==> config.mk <==
export PLATFORM = sky130hd
export DESIGN_NAME = ring_message_queue_front_back_core
export DESIGN_NICKNAME = d
export VERILOG_FILES = /design/src/rtl/rmq_pkg.sv /design/src/rtl/rmq_ram.sv /design/src/rtl/ring_message_queue_front_back_core.sv
export SDC_FILE = /design/constraint.sdc
export NUM_CORES = 1
export LEC_CHECK = 0
export BUFFER_PORTS_ARGS = -buffer_cell sky130_fd_sc_hd__buf_4
export CORE_AREA = 8 8 276 278
export CTS_BUF_LIST = sky130_fd_sc_hd__clkbuf_2 sky130_fd_sc_hd__clkbuf_4 sky130_fd_sc_hd__clkbuf_8
export DETAILED_ROUTE_END_ITERATION = 10
export DIE_AREA = 0 0 284 286
export GPL_ROUTABILITY_DRIVEN = 0
export GPL_TIMING_DRIVEN = 0
export SLEW_MARGIN = 20
export SYNTH_ARGS = -nofsm -noshare
export SYNTH_HDL_FRONTEND = slang
export SYNTH_HIERARCHICAL = 1
export SYNTH_SLANG_ARGS = --single-unit
==> constraint.sdc <==
create_clock -name i_clk -period 6.94 [get_ports i_clk]
set_input_delay 1.735 -clock i_clk [delete_from_list [all_inputs] [get_ports i_clk]]
set_output_delay 1.735 -clock i_clk [all_outputs]
set_load 0.03 [all_outputs]
==> src/rtl/rmq_pkg.sv <==
`timescale 1ns / 1ps
`default_nettype none

package rmq_pkg;

    // Field widths fixed by the interface.
    localparam int ACT_W   = 3;
    localparam int DATA_W  = 32;
    localparam int CNT_W   = 5;

    // Action codes.
    localparam logic [ACT_W-1:0] ACT_SEND_BACK  = 3'd0;
    localparam logic [ACT_W-1:0] ACT_SEND_FRONT = 3'd1;
    localparam logic [ACT_W-1:0] ACT_OVERWRITE  = 3'd2;
    localparam logic [ACT_W-1:0] ACT_RECEIVE    = 3'd3;
    localparam logic [ACT_W-1:0] ACT_PEEK       = 3'd4;
    localparam logic [ACT_W-1:0] ACT_CLEAR      = 3'd5;

    // Reset value of the queue length register.
    localparam logic [CNT_W-1:0] QLEN_RESET = 5'd16;

    typedef struct packed {
        logic [ACT_W-1:0]  action;
        logic [DATA_W-1:0] item_data;
    } t_in_item;

    typedef struct packed {
        logic              ok;
        logic [DATA_W-1:0] read_data;
        logic [CNT_W-1:0]  item_count;
        logic [CNT_W-1:0]  free_space;
    } t_out_item;

endpackage

`default_nettype wire

==> src/rtl/rmq_ram.sv <==
`timescale 1ns / 1ps
`default_nettype none

// Simple dual-port RAM: one write port, one read port with registered data.
module rmq_ram #(
    parameter int WIDTH = 32,
    parameter int DEPTH = 16
) (
    input  wire logic                                      i_clk,
    input  wire logic                                      i_we,
    input  wire logic [((DEPTH > 1) ? $clog2(DEPTH) : 1)-1:0] i_waddr,
    input  wire logic [WIDTH-1:0]                          i_wdata,
    input  wire logic                                      i_re,
    input  wire logic [((DEPTH > 1) ? $clog2(DEPTH) : 1)-1:0] i_raddr,
    output logic      [WIDTH-1:0]                          o_rdata
);

    logic [WIDTH-1:0] r_mem [DEPTH];
    logic [WIDTH-1:0] r_rdata;

    always_ff @(posedge i_clk) begin
        if (i_we) begin
            r_mem[i_waddr] <= i_wdata;
        end
        if (i_re) begin
            r_rdata <= r_mem[i_raddr];
        end
    end

    assign o_rdata = r_rdata;

endmodule

`default_nettype wire

==> src/rtl/ring_message_queue_front_back_core.sv <==
`timescale 1ns / 1ps
`default_nettype none

// Channel    Direction  Handshake              Payload
// ---------  ---------  ---------------------  ------------------------------------
// in         input      i_in_valid / o_in_stall  i_in_item  (action, item_data)
// out        output     o_out_valid / i_out_stall o_out_item (ok, read_data, count, free)
// cfg        input      i_cfg_valid / o_cfg_ready i_cfg_data (queue_length)
//
// One item is accepted every cycle while o_in_stall is low; an accepted item waits in the
// input register and moves into the result register when the result stage advances, where
// it is offered until the receiver takes it.
// The slot RAM read is registered and lines up with the result register, so a read
// issued by one item always sees the write made by the item before it.
// Reset is synchronous and active low; it sets the length to sixteen, the write slot
// and the count to zero and the read slot to the last slot in use, and the slot store
// is left as it is (its contents are undefined until written).
// A stall on the output holds the result and backs up into the input stage.
module ring_message_queue_front_back_core #(
    parameter int SLOT_COUNT = 16,
    parameter int WORD_BITS  = 32
) (
    input  wire logic                 i_clk,
    input  wire logic                 i_rst_n,
    // Input item channel.
    input  wire logic                 i_in_valid,
    output logic                      o_in_stall,
    input  wire rmq_pkg::t_in_item    i_in_item,
    // Result item channel.
    output logic                      o_out_valid,
    input  wire logic                 i_out_stall,
    output rmq_pkg::t_out_item        o_out_item,
    // Configuration write channel (queue_length).
    input  wire logic                 i_cfg_valid,
    output logic                      o_cfg_ready,
    input  wire logic [rmq_pkg::CNT_W-1:0] i_cfg_data
);

    localparam int AW        = (SLOT_COUNT > 1) ? $clog2(SLOT_COUNT) : 1;
    localparam int RESET_LEN = (int'(rmq_pkg::QLEN_RESET) > SLOT_COUNT) ?
                               SLOT_COUNT : int'(rmq_pkg::QLEN_RESET);
    localparam logic [rmq_pkg::CNT_W-1:0] RESET_RD = rmq_pkg::CNT_W'(RESET_LEN - 1);

    // Step a pointer forward, wrapping to zero once it reaches the length.
    function automatic logic [rmq_pkg::CNT_W-1:0] step_fwd(
        input logic [rmq_pkg::CNT_W-1:0] p,
        input logic [rmq_pkg::CNT_W-1:0] len
    );
        logic [rmq_pkg::CNT_W:0] n;
        n = {1'b0, p} + 1'b1;
        return (n >= {1'b0, len}) ? '0 : n[rmq_pkg::CNT_W-1:0];
    endfunction

    // Step a pointer backward, wrapping from zero to the last slot in use.
    function automatic logic [rmq_pkg::CNT_W-1:0] step_back(
        input logic [rmq_pkg::CNT_W-1:0] p,
        input logic [rmq_pkg::CNT_W-1:0] len
    );
        return (p == '0) ? len - 1'b1 : p - 1'b1;
    endfunction

    // Configuration register.
    logic [rmq_pkg::CNT_W-1:0] r_queue_length;

    // Queue state.
    logic [rmq_pkg::CNT_W-1:0] r_write_slot, n_write_slot;
    logic [rmq_pkg::CNT_W-1:0] r_read_slot,  n_read_slot;
    logic [rmq_pkg::CNT_W-1:0] r_count,      n_count;

    // Input stage.
    logic                r_a_valid;
    rmq_pkg::t_in_item   r_a_item;

    // Result stage.
    logic                      r_b_valid;
    logic                      r_b_ok;
    logic                      r_b_read;
    logic [rmq_pkg::CNT_W-1:0] r_b_count;
    logic [rmq_pkg::CNT_W-1:0] r_b_free;

    // Stage logic.
    logic                      advance_b;
    logic                      a_fire;
    logic [rmq_pkg::CNT_W-1:0] len;
    logic                      full;
    logic                      empty;
    logic                      ok_c;
    logic                      rd_c;
    logic                      we_c;
    logic [rmq_pkg::CNT_W-1:0] wptr_c;
    logic [rmq_pkg::CNT_W-1:0] rptr_c;
    logic [rmq_pkg::CNT_W-1:0] free_c;
    logic [WORD_BITS-1:0]      ram_rdata;

    assign o_cfg_ready = 1'b1;

    always_ff @(posedge i_clk) begin
        if (!i_rst_n) begin
            r_queue_length <= rmq_pkg::QLEN_RESET;
        end else if (i_cfg_valid && o_cfg_ready) begin
            r_queue_length <= i_cfg_data;
        end
    end

    // The length in use: zero acts as one, anything above the store size as the size.
    always_comb begin
        if (r_queue_length == '0) begin
            len = rmq_pkg::CNT_W'(1);
        end else if (int'(r_queue_length) > SLOT_COUNT) begin
            len = rmq_pkg::CNT_W'(SLOT_COUNT);
        end else begin
            len = r_queue_length;
        end
    end

    // Handshake. The input register refills whenever it empties into the result stage.
    assign advance_b   = !r_b_valid || !i_out_stall;
    assign a_fire      = r_a_valid && advance_b;
    assign o_in_stall  = r_a_valid && !advance_b;
    assign o_out_valid = r_b_valid;

    always_ff @(posedge i_clk) begin
        if (!i_rst_n) begin
            r_a_valid <= 1'b0;
        end else if (!o_in_stall) begin
            r_a_valid <= i_in_valid;
        end
    end

    always_ff @(posedge i_clk) begin
        if (i_in_valid && !o_in_stall) begin
            r_a_item <= i_in_item;
        end
    end

    // Action decode and next state for the item in the input register.
    assign full  = (r_count >= len);
    assign empty = (r_count == '0);

    always_comb begin
        n_write_slot = r_write_slot;
        n_read_slot  = r_read_slot;
        n_count      = r_count;
        ok_c         = 1'b0;
        rd_c         = 1'b0;
        we_c         = 1'b0;
        wptr_c       = r_write_slot;
        rptr_c       = step_fwd(r_read_slot, len);
        case (r_a_item.action)
            rmq_pkg::ACT_SEND_BACK: begin
                if (!full) begin
                    we_c         = 1'b1;
                    wptr_c       = r_write_slot;
                    n_write_slot = step_fwd(r_write_slot, len);
                    n_count      = r_count + 1'b1;
                    ok_c         = 1'b1;
                end
            end
            rmq_pkg::ACT_SEND_FRONT: begin
                if (!full) begin
                    we_c        = 1'b1;
                    wptr_c      = r_read_slot;
                    n_read_slot = step_back(r_read_slot, len);
                    n_count     = r_count + 1'b1;
                    ok_c        = 1'b1;
                end
            end
            rmq_pkg::ACT_OVERWRITE: begin
                // Writes in front of the oldest item; a nonzero count stays put.
                we_c        = 1'b1;
                wptr_c      = r_read_slot;
                n_read_slot = step_back(r_read_slot, len);
                if (empty) begin
                    n_count = rmq_pkg::CNT_W'(1);
                end
                ok_c        = 1'b1;
            end
            rmq_pkg::ACT_RECEIVE, rmq_pkg::ACT_PEEK: begin
                if (!empty) begin
                    rd_c = 1'b1;
                    ok_c = 1'b1;
                    if (r_a_item.action == rmq_pkg::ACT_RECEIVE) begin
                        n_read_slot = rptr_c;
                        n_count     = r_count - 1'b1;
                    end
                end
            end
            rmq_pkg::ACT_CLEAR: begin
                n_write_slot = '0;
                n_read_slot  = len - 1'b1;
                n_count      = '0;
                ok_c         = 1'b1;
            end
            default: begin
            end
        endcase
    end

    assign free_c = (n_count >= len) ? '0 : len - n_count;

    always_ff @(posedge i_clk) begin
        if (!i_rst_n) begin
            r_write_slot <= '0;
            r_read_slot  <= RESET_RD;
            r_count      <= '0;
        end else if (a_fire) begin
            r_write_slot <= n_write_slot;
            r_read_slot  <= n_read_slot;
            r_count      <= n_count;
        end
    end

    // Slot store. Pointers never reach the store size, so they address it directly.
    rmq_ram #(
        .WIDTH (WORD_BITS),
        .DEPTH (SLOT_COUNT)
    ) u_slot_ram (
        .i_clk   (i_clk),
        .i_we    (a_fire && we_c),
        .i_waddr (AW'(wptr_c)),
        .i_wdata (WORD_BITS'(r_a_item.item_data)),
        .i_re    (a_fire && rd_c),
        .i_raddr (AW'(rptr_c)),
        .o_rdata (ram_rdata)
    );

    // Result stage.
    always_ff @(posedge i_clk) begin
        if (!i_rst_n) begin
            r_b_valid <= 1'b0;
        end else if (advance_b) begin
            r_b_valid <= r_a_valid;
        end
    end

    always_ff @(posedge i_clk) begin
        if (a_fire) begin
            r_b_ok    <= ok_c;
            r_b_read  <= rd_c;
            r_b_count <= n_count;
            r_b_free  <= free_c;
        end
    end

    // The RAM output register holds while stalled, since reads are issued only on advance.
    always_comb begin
        o_out_item.ok         = r_b_ok;
        o_out_item.read_data  = r_b_read ? rmq_pkg::DATA_W'(ram_rdata) : '0;
        o_out_item.item_count = r_b_count;
        o_out_item.free_space = r_b_free;
    end

    // The input side stalls only when an item is actually held in the input register.
    a_stall_needs_item: assert property (@(posedge i_clk) disable iff (!i_rst_n)
        o_in_stall |-> r_a_valid)
        else $error("input stalled with an empty input register");

    // A send that finds the queue full leaves the count unchanged.
    a_full_send_keeps_count: assert property (@(posedge i_clk) disable iff (!i_rst_n)
        (a_fire && full && (r_a_item.action == rmq_pkg::ACT_SEND_BACK ||
                            r_a_item.action == rmq_pkg::ACT_SEND_FRONT))
        |=> $stable(r_count))
        else $error("count changed on a send to a full queue");

    // A failed action never returns data.
    a_fail_no_data: assert property (@(posedge i_clk) disable iff (!i_rst_n)
        (o_out_valid && !o_out_item.ok) |-> (o_out_item.read_data == '0))
        else $error("failed action returned data");

    // Count plus free space never goes past the store size.
    a_count_free_bound: assert property (@(posedge i_clk) disable iff (!i_rst_n)
        (o_out_valid && o_out_item.free_space != '0) |->
        (int'(o_out_item.item_count) + int'(o_out_item.free_space) <= SLOT_COUNT))
        else $error("count plus free space exceeds the store size");

endmodule

`default_nettype wire

# Word-level counts from Yosys, hierarchy flattened
# Memory sizes are Yosys's and may differ from the RTL's. A register that Yosys moved wholly into a read port is not among the register bits.
# Index checks and enable logic that the tools add are counted.
# Widths: inputs -> output; s select.
dict set report totals {
  ff_bits 69
  elab_cells 81
  in_bits 45
  mem_count 1
  ramBits 512
}
dict set report op_classes {
  magnitude_cmp 5
  mux 26
  n_reduce_logical 21
  n_addsub 7
  eq_ne 9
}
# memory words word_bits rd rd_clocked_by_memory_dff wr line
set memory_table {}
lappend memory_table {u_slot_ram.r_mem 16 32 1 1 1 rmq_ram.sv:18} ;# logic [WIDTH-1:0] r_mem [DEPTH];
# operator count
set op_table {}
lappend op_table {{$mux 5} 13}
lappend op_table {{$pmux 5 s4} 2}
lappend op_table {{$mux 32} 1}
lappend op_table {{$logic_not 5->1} 3}
lappend op_table {{$sub 5x1->5 const B} 3}
lappend op_table {{$add 5x1->6 const B} 2}
lappend op_table {{$ge 6x5->1} 2}
lappend op_table {{$ge 5x5->1} 2}
lappend op_table {{$pmux 5 s2} 1}
lappend op_table {{$ne 2x2->1 const B} 4}
lappend op_table {{$pmux 4 s2} 1}
lappend op_table {{$eq 3x2->1 const B} 2}
lappend op_table {{$eq 3x3->1 const B} 2}
lappend op_table {{$reduce_or 2->1} 3}
lappend op_table {{$add 5x1->5 const B} 1}
lappend op_table {{$gt 5x5->1 const B} 1}
lappend op_table {{$logic_and 1x1->1} 5}
lappend op_table {{$mux 1} 5}
lappend op_table {{$reduce_and 5->1} 1}
lappend op_table {{$sub 5x5->5} 1}
lappend op_table {{$logic_not 1->1} 4}
lappend op_table {{$mux 4} 1}
lappend op_table {{$reduce_bool 4->1} 1}
lappend op_table {{$eq 3x1->1 const B} 1}
lappend op_table {{other kinds (6)} 6}

# Logic depth before layout (Yosys ltp)
dict set report logic_depth {
  depth_word 9
  ltp_mapped 18
  mapped_depth_nobuf 18
}

# Hierarchy
# Netlist, hierarchy kept.
# module cells_each area_per_inst_um2 n_inst seq_area_each_um2
set modules_own_cells {}
lappend modules_own_cells {rmq_ram 838 20155.6 1 16335.7}
lappend modules_own_cells {ring_message_queue_front_back_core 409 4021.4 1 1851.8}

# Least setup slack after synthesis
# Ideal clock, no wire load.
dict set report synth_path {
  path_kind {input port to flip-flop}
  startpoint {input port i_out_stall}
  endpoint {memory u_slot_ram.r_mem[0][0] (enable)}
  t_arrival_ns 5.132
  cell_stages 6
  setup_slack_ns 1.347
  required_time_ns 6.479
  path_cell_list {nand2_1 -> nand2_1 -> clkbuf_1 -> a211oi_1 -> or3b_2 -> nor3_1}
}
dict set report synth_between {
  elab_chain_len 6
}
# item line
set synth_lines {}
lappend synth_lines {{start: declaration} ring_message_queue_front_back_core.sv:31} ;# input wire logic i_out_stall,
lappend synth_lines {{$logic_not 1->1} ring_message_queue_front_back_core.sv:117} ;# assign advance_b = !r_b_valid || !i_out_stall;
lappend synth_lines {{$logic_or 1x1->1} ring_message_queue_front_back_core.sv:117}
lappend synth_lines {{$logic_and 1x1->1} ring_message_queue_front_back_core.sv:118} ;# assign a_fire = r_a_valid && advance_b;
lappend synth_lines {{$logic_and 1x1->1} ring_message_queue_front_back_core.sv:219} ;# .i_we (a_fire && we_c),
lappend synth_lines {{$mux 1} rmq_ram.sv:22} ;# if (i_we) begin
lappend synth_lines {{$mux 1 (not written as such)} rmq_ram.sv:23} ;# r_mem[i_waddr] <= i_wdata;
lappend synth_lines {{end: declaration} rmq_ram.sv:18}
# Every way passes these cells.

# Worst setup path after layout
dict set report layout_path {
  startpoint {register r_queue_length[2] (netlist name)}
  endpoint {memory u_slot_ram.r_mem[0][10] (enable)}
}
# item line
set layout_rtl {}
lappend layout_rtl {{start: declaration} ring_message_queue_front_back_core.sv:63} ;# logic [rmq_pkg::CNT_W-1:0] r_queue_length;
lappend layout_rtl {{start signal: assignment} ring_message_queue_front_back_core.sv:99} ;# r_queue_length <= rmq_pkg::QLEN_RESET;
lappend layout_rtl {{start signal: assignment} ring_message_queue_front_back_core.sv:101} ;# r_queue_length <= i_cfg_data;
lappend layout_rtl {{$gt 5x5->1} ring_message_queue_front_back_core.sv:109} ;# end else if (int'(r_queue_length) > SLOT_COUNT) begin
lappend layout_rtl {{$mux 5} ring_message_queue_front_back_core.sv:109}
lappend layout_rtl {{$mux 5 (*)} ring_message_queue_front_back_core.sv:107} ;# if (r_queue_length == '0) begin
lappend layout_rtl {{$ge 5x5->1 (*)} ring_message_queue_front_back_core.sv:137} ;# assign full = (r_count >= len);
lappend layout_rtl {{$mux 4 (*)} ring_message_queue_front_back_core.sv:160} ;# if (!full) begin
lappend layout_rtl {{$pmux 4 s2 (*)} ring_message_queue_front_back_core.sv:149} ;# case (r_a_item.action)
lappend layout_rtl {{net wptr_c, one bit} ring_message_queue_front_back_core.sv:90} ;# logic [rmq_pkg::CNT_W-1:0] wptr_c;
# The timed path passes the listed nets; every way through them passes the cells marked *.

==> flow_summary.ini <==
[grt]
grtUsageTotal_pct = 13.5
gr-usage-met2_pct = 23.1
grt_max_degree = 20
grt_pass1_vias = 13500
grt_pass1_wl_um = 84000
use_met1_pct = 17.7
antenna_found_initial = 1
grt_overflow = 0
use_met3_pct = 2.56
busiest_layer = met2

[yosys]
ys_types = 66
syn_area_um2 = 24200
synth_top_family_by_area = multiplexers
synth_top_area_cell = edfxtp_1
async_flop_share_pct = 0
synth_area_per_cell_um2 = 19.4
synth-edff-count = 591
yosysTopAreaCellShare_pct = 73.4
synth-seq-cells = 613
synthAdderAreaFrac_pct = 1.43
synthCells = 1247
synth_xor_xnor_area_share_pct = 0.435
ys_seq_area_share_pct = 75.2
ys_warn_count = 6
synth_nets = 1319
synth_mux_area_share_pct = 12.3
synth-compound-area-share_pct = 4.64
synth_top_flop_cell = edfxtp_1
synth-simple-area-share_pct = 4.18
synth_area_leaders = edfxtp_1, mux4_2, a22oi_1

[worst_setup_path]
setup.worst_path.start_class = register
crit_fanout = 10
worstPathArrival_ps = 5490
cp_data_required_time_ps = 7310
endpoint_kind = register
critPathKind = register to register

[cts]
cts_max_path_buffers = 3
cts_root_buffer = clkbuf_8
clkSinkCount = 613
cts_tree = done
clk_pin_slew_worst_paths_ps = 60
cts_resized = 0
clock_latency_ps = 680
cts.htree.levels = 3
cts_setup_buffers = 0
hold_buffers = 0
cts_made_buffers = 100

[final_layout]
layout.nets = 1550
area_growth_pct = 18.5
layout_commonest_cell = edfxtp_1
num_antenna_cells = 0
layout_common_cells = edfxtp_1, mux4_2, buf_4
drive_above_1_share_pct = 30.0

[timing]
rsz0062_at_grt = false
setup_viol = 0
max_freq_mhz = 195
finalCritPeriodShare_pct = 73.9
setup_tns_ps = 0
relSlewSlack_pct = 37.9
skew_ps = 44.5
drv_slew = 0
fin_ws_ps = 1810
worst_pin_slew_ps = 932
post-route-min-period_ps = 5130
hold_violations = 0

[floorplanning]
fp.dieH_um = 286
initial_utilization_pct = 33.5
ios = 91
core-area_um2 = 72100
rows = 99
die_area_um2 = 81200
die_w_um = 284

[routing]
wl_um = 55700
vias = 12500
drt_iter0_drc = 969
vias_per_cell = 4.97
dr.pass1.iters = 5
remaining_drc_errors = 0
wl_per_cell_um = 22.1
postRouteAntennaNets = 0

[power_and_ir_drop]
comb_power_share_pct = 6.4
swShare_pct = 23.3
leakagePower_nw = 9.29
seqPwrFrac_pct = 54.4
ir_drop_uv = 135
p_sw_mw = 1.79
clkPwrFrac_pct = 39.2
powerDensity_nw_per_um2 = 267
p_int_mw = 5.87

[placement]
dp_hpwl_um = 37300
place_ws_ps = 1790
portBuffers = 88

[flow_run]
max-cap-violations = 0

[outcome]
outcome = finished, final reports clean

[worst_hold_path]
min-delay-path-class = register to register
## flip-flops by register name, summed over array words and instances (netlist names)
register and cells:
r_b_ok 1, r_b_read 1, r_queue_length 5, r_a_item 35, r_a_valid 1, r_read_slot 5
u_slot_ram/r_mem 512, r_b_free 5, o_out_valid 1, u_slot_ram/o_rdata 32, r_count 5, r_b_count 5
r_write_slot 5
## metrics by stage
| step | cell area (um^2) | util [%] | hold slack, ps | power, mW | cells |
|---|---|---|---|---|---|
| after floorplan | 24200 | - | 450 | 4.54 | 1247 |
| after global placement | 26000 | 36.1 | 468 | 4.72 | 2294 |
| after detailed placement | 26700 | 37.1 | 499 | 4.74 | 2335 |
| after CTS | 28700 | 39.7 | 510 | 7.75 | 2521 |
| after global routing | 28700 | 39.7 | 530 | 7.96 | 2521 |
| final | 28700 | 39.7 | 504 | 7.65 | 2521 |
## cell usage after synthesis (all sizes together) (5+ instances only)
library cell  number
nor2b              8
xnor2              8
and2              34
nor3              13
o31ai              5
nand2b             9
a21oi             18
dfxtp             22
a22oi             64
ha                26
clkbuf            36
a41oi              5
o22ai              7
nor2              42
nand2             61
o21ai             20
buf               32
mux4             128
nand3             16
mux2i              5
edfxtp           591
a31oi              8
inv               28
## cells by family after synthesis
kind of cell / after synthesis
multiplexers: 137
XOR/XNOR: 12
AND/OR/NAND/NOR: 203
adder cells (fa/ha/maj): 27
other: 1
flip-flops: 613
AO/OA/AOI/OAI: 158
buffers and inverters: 96
## layer usage
| layer | part of all wire [%] | vias up |
|---|---|---|
| li1 | - | 5567 |
| met1 | 43 | 6543 |
| met2 | 50 | 359 |
| met3 | 5.3 | 61 |
| met4 | 1.5 | 0 |
| met5 | 0 | - |
## final cells by class
| class | count | area (um^2) |
|---|---|---|
| sequential | 613 | 18200 |
| tap | 959 | 1200 |
| clock buffer | 128 | 1590 |
| timing repair buffer | 129 | 1230 |
| multi-input combinational | 538 | 5690 |
| clock inverter | 58 | 327 |
| buffer | 68 | 317 |
| fill | 6540 | 43400 |
| inverter | 28 | 105 |
## worst max-delay path: stages (launching register included)
cell     delay, ps
dfxtp_1        410
nor3_1          70
o21ai_0        570
inv_1          230
ha_1           330
nor2b_1        130
o21ai_1        100
a31oi_1        260
buf_2          280
a21o_1         150
nand3_1        190
mux2_2         360
or3b_2         580
nor3_2         480
buf_4          260
buf_4          200
buf_4          200
## power by group through the flow
stage | sequential (mW) | clock [mW] | combinational, mW
floorplan | 4.23 | 0 | 0.310
global placement | 4.24 | 0 | 0.479
detailed placement | 4.24 | 0 | 0.501
CTS | 4.16 | 3.09 | 0.502
global route | 4.17 | 3.25 | 0.537
finish | 4.16 | 3.00 | 0.493
## worst paths after layout
kind,cells past startpoint,slack [ps],start,to
max,16,1810,r_queue_length[2]$_SDFFE_PN0P_,u_slot_ram/r_mem[0][10]$_DFFE_PP_
min,2,500,r_write_slot[4]$_SDFFE_PN0P_,r_write_slot[4]$_SDFFE_PN0P_
max reg2reg,16,1810,r_queue_length[2]$_SDFFE_PN0P_,u_slot_ram/r_mem[0][10]$_DFFE_PP_
min reg2reg,2,500,r_write_slot[4]$_SDFFE_PN0P_,r_write_slot[4]$_SDFFE_PN0P_
Power figures use the tool's default switching activity.
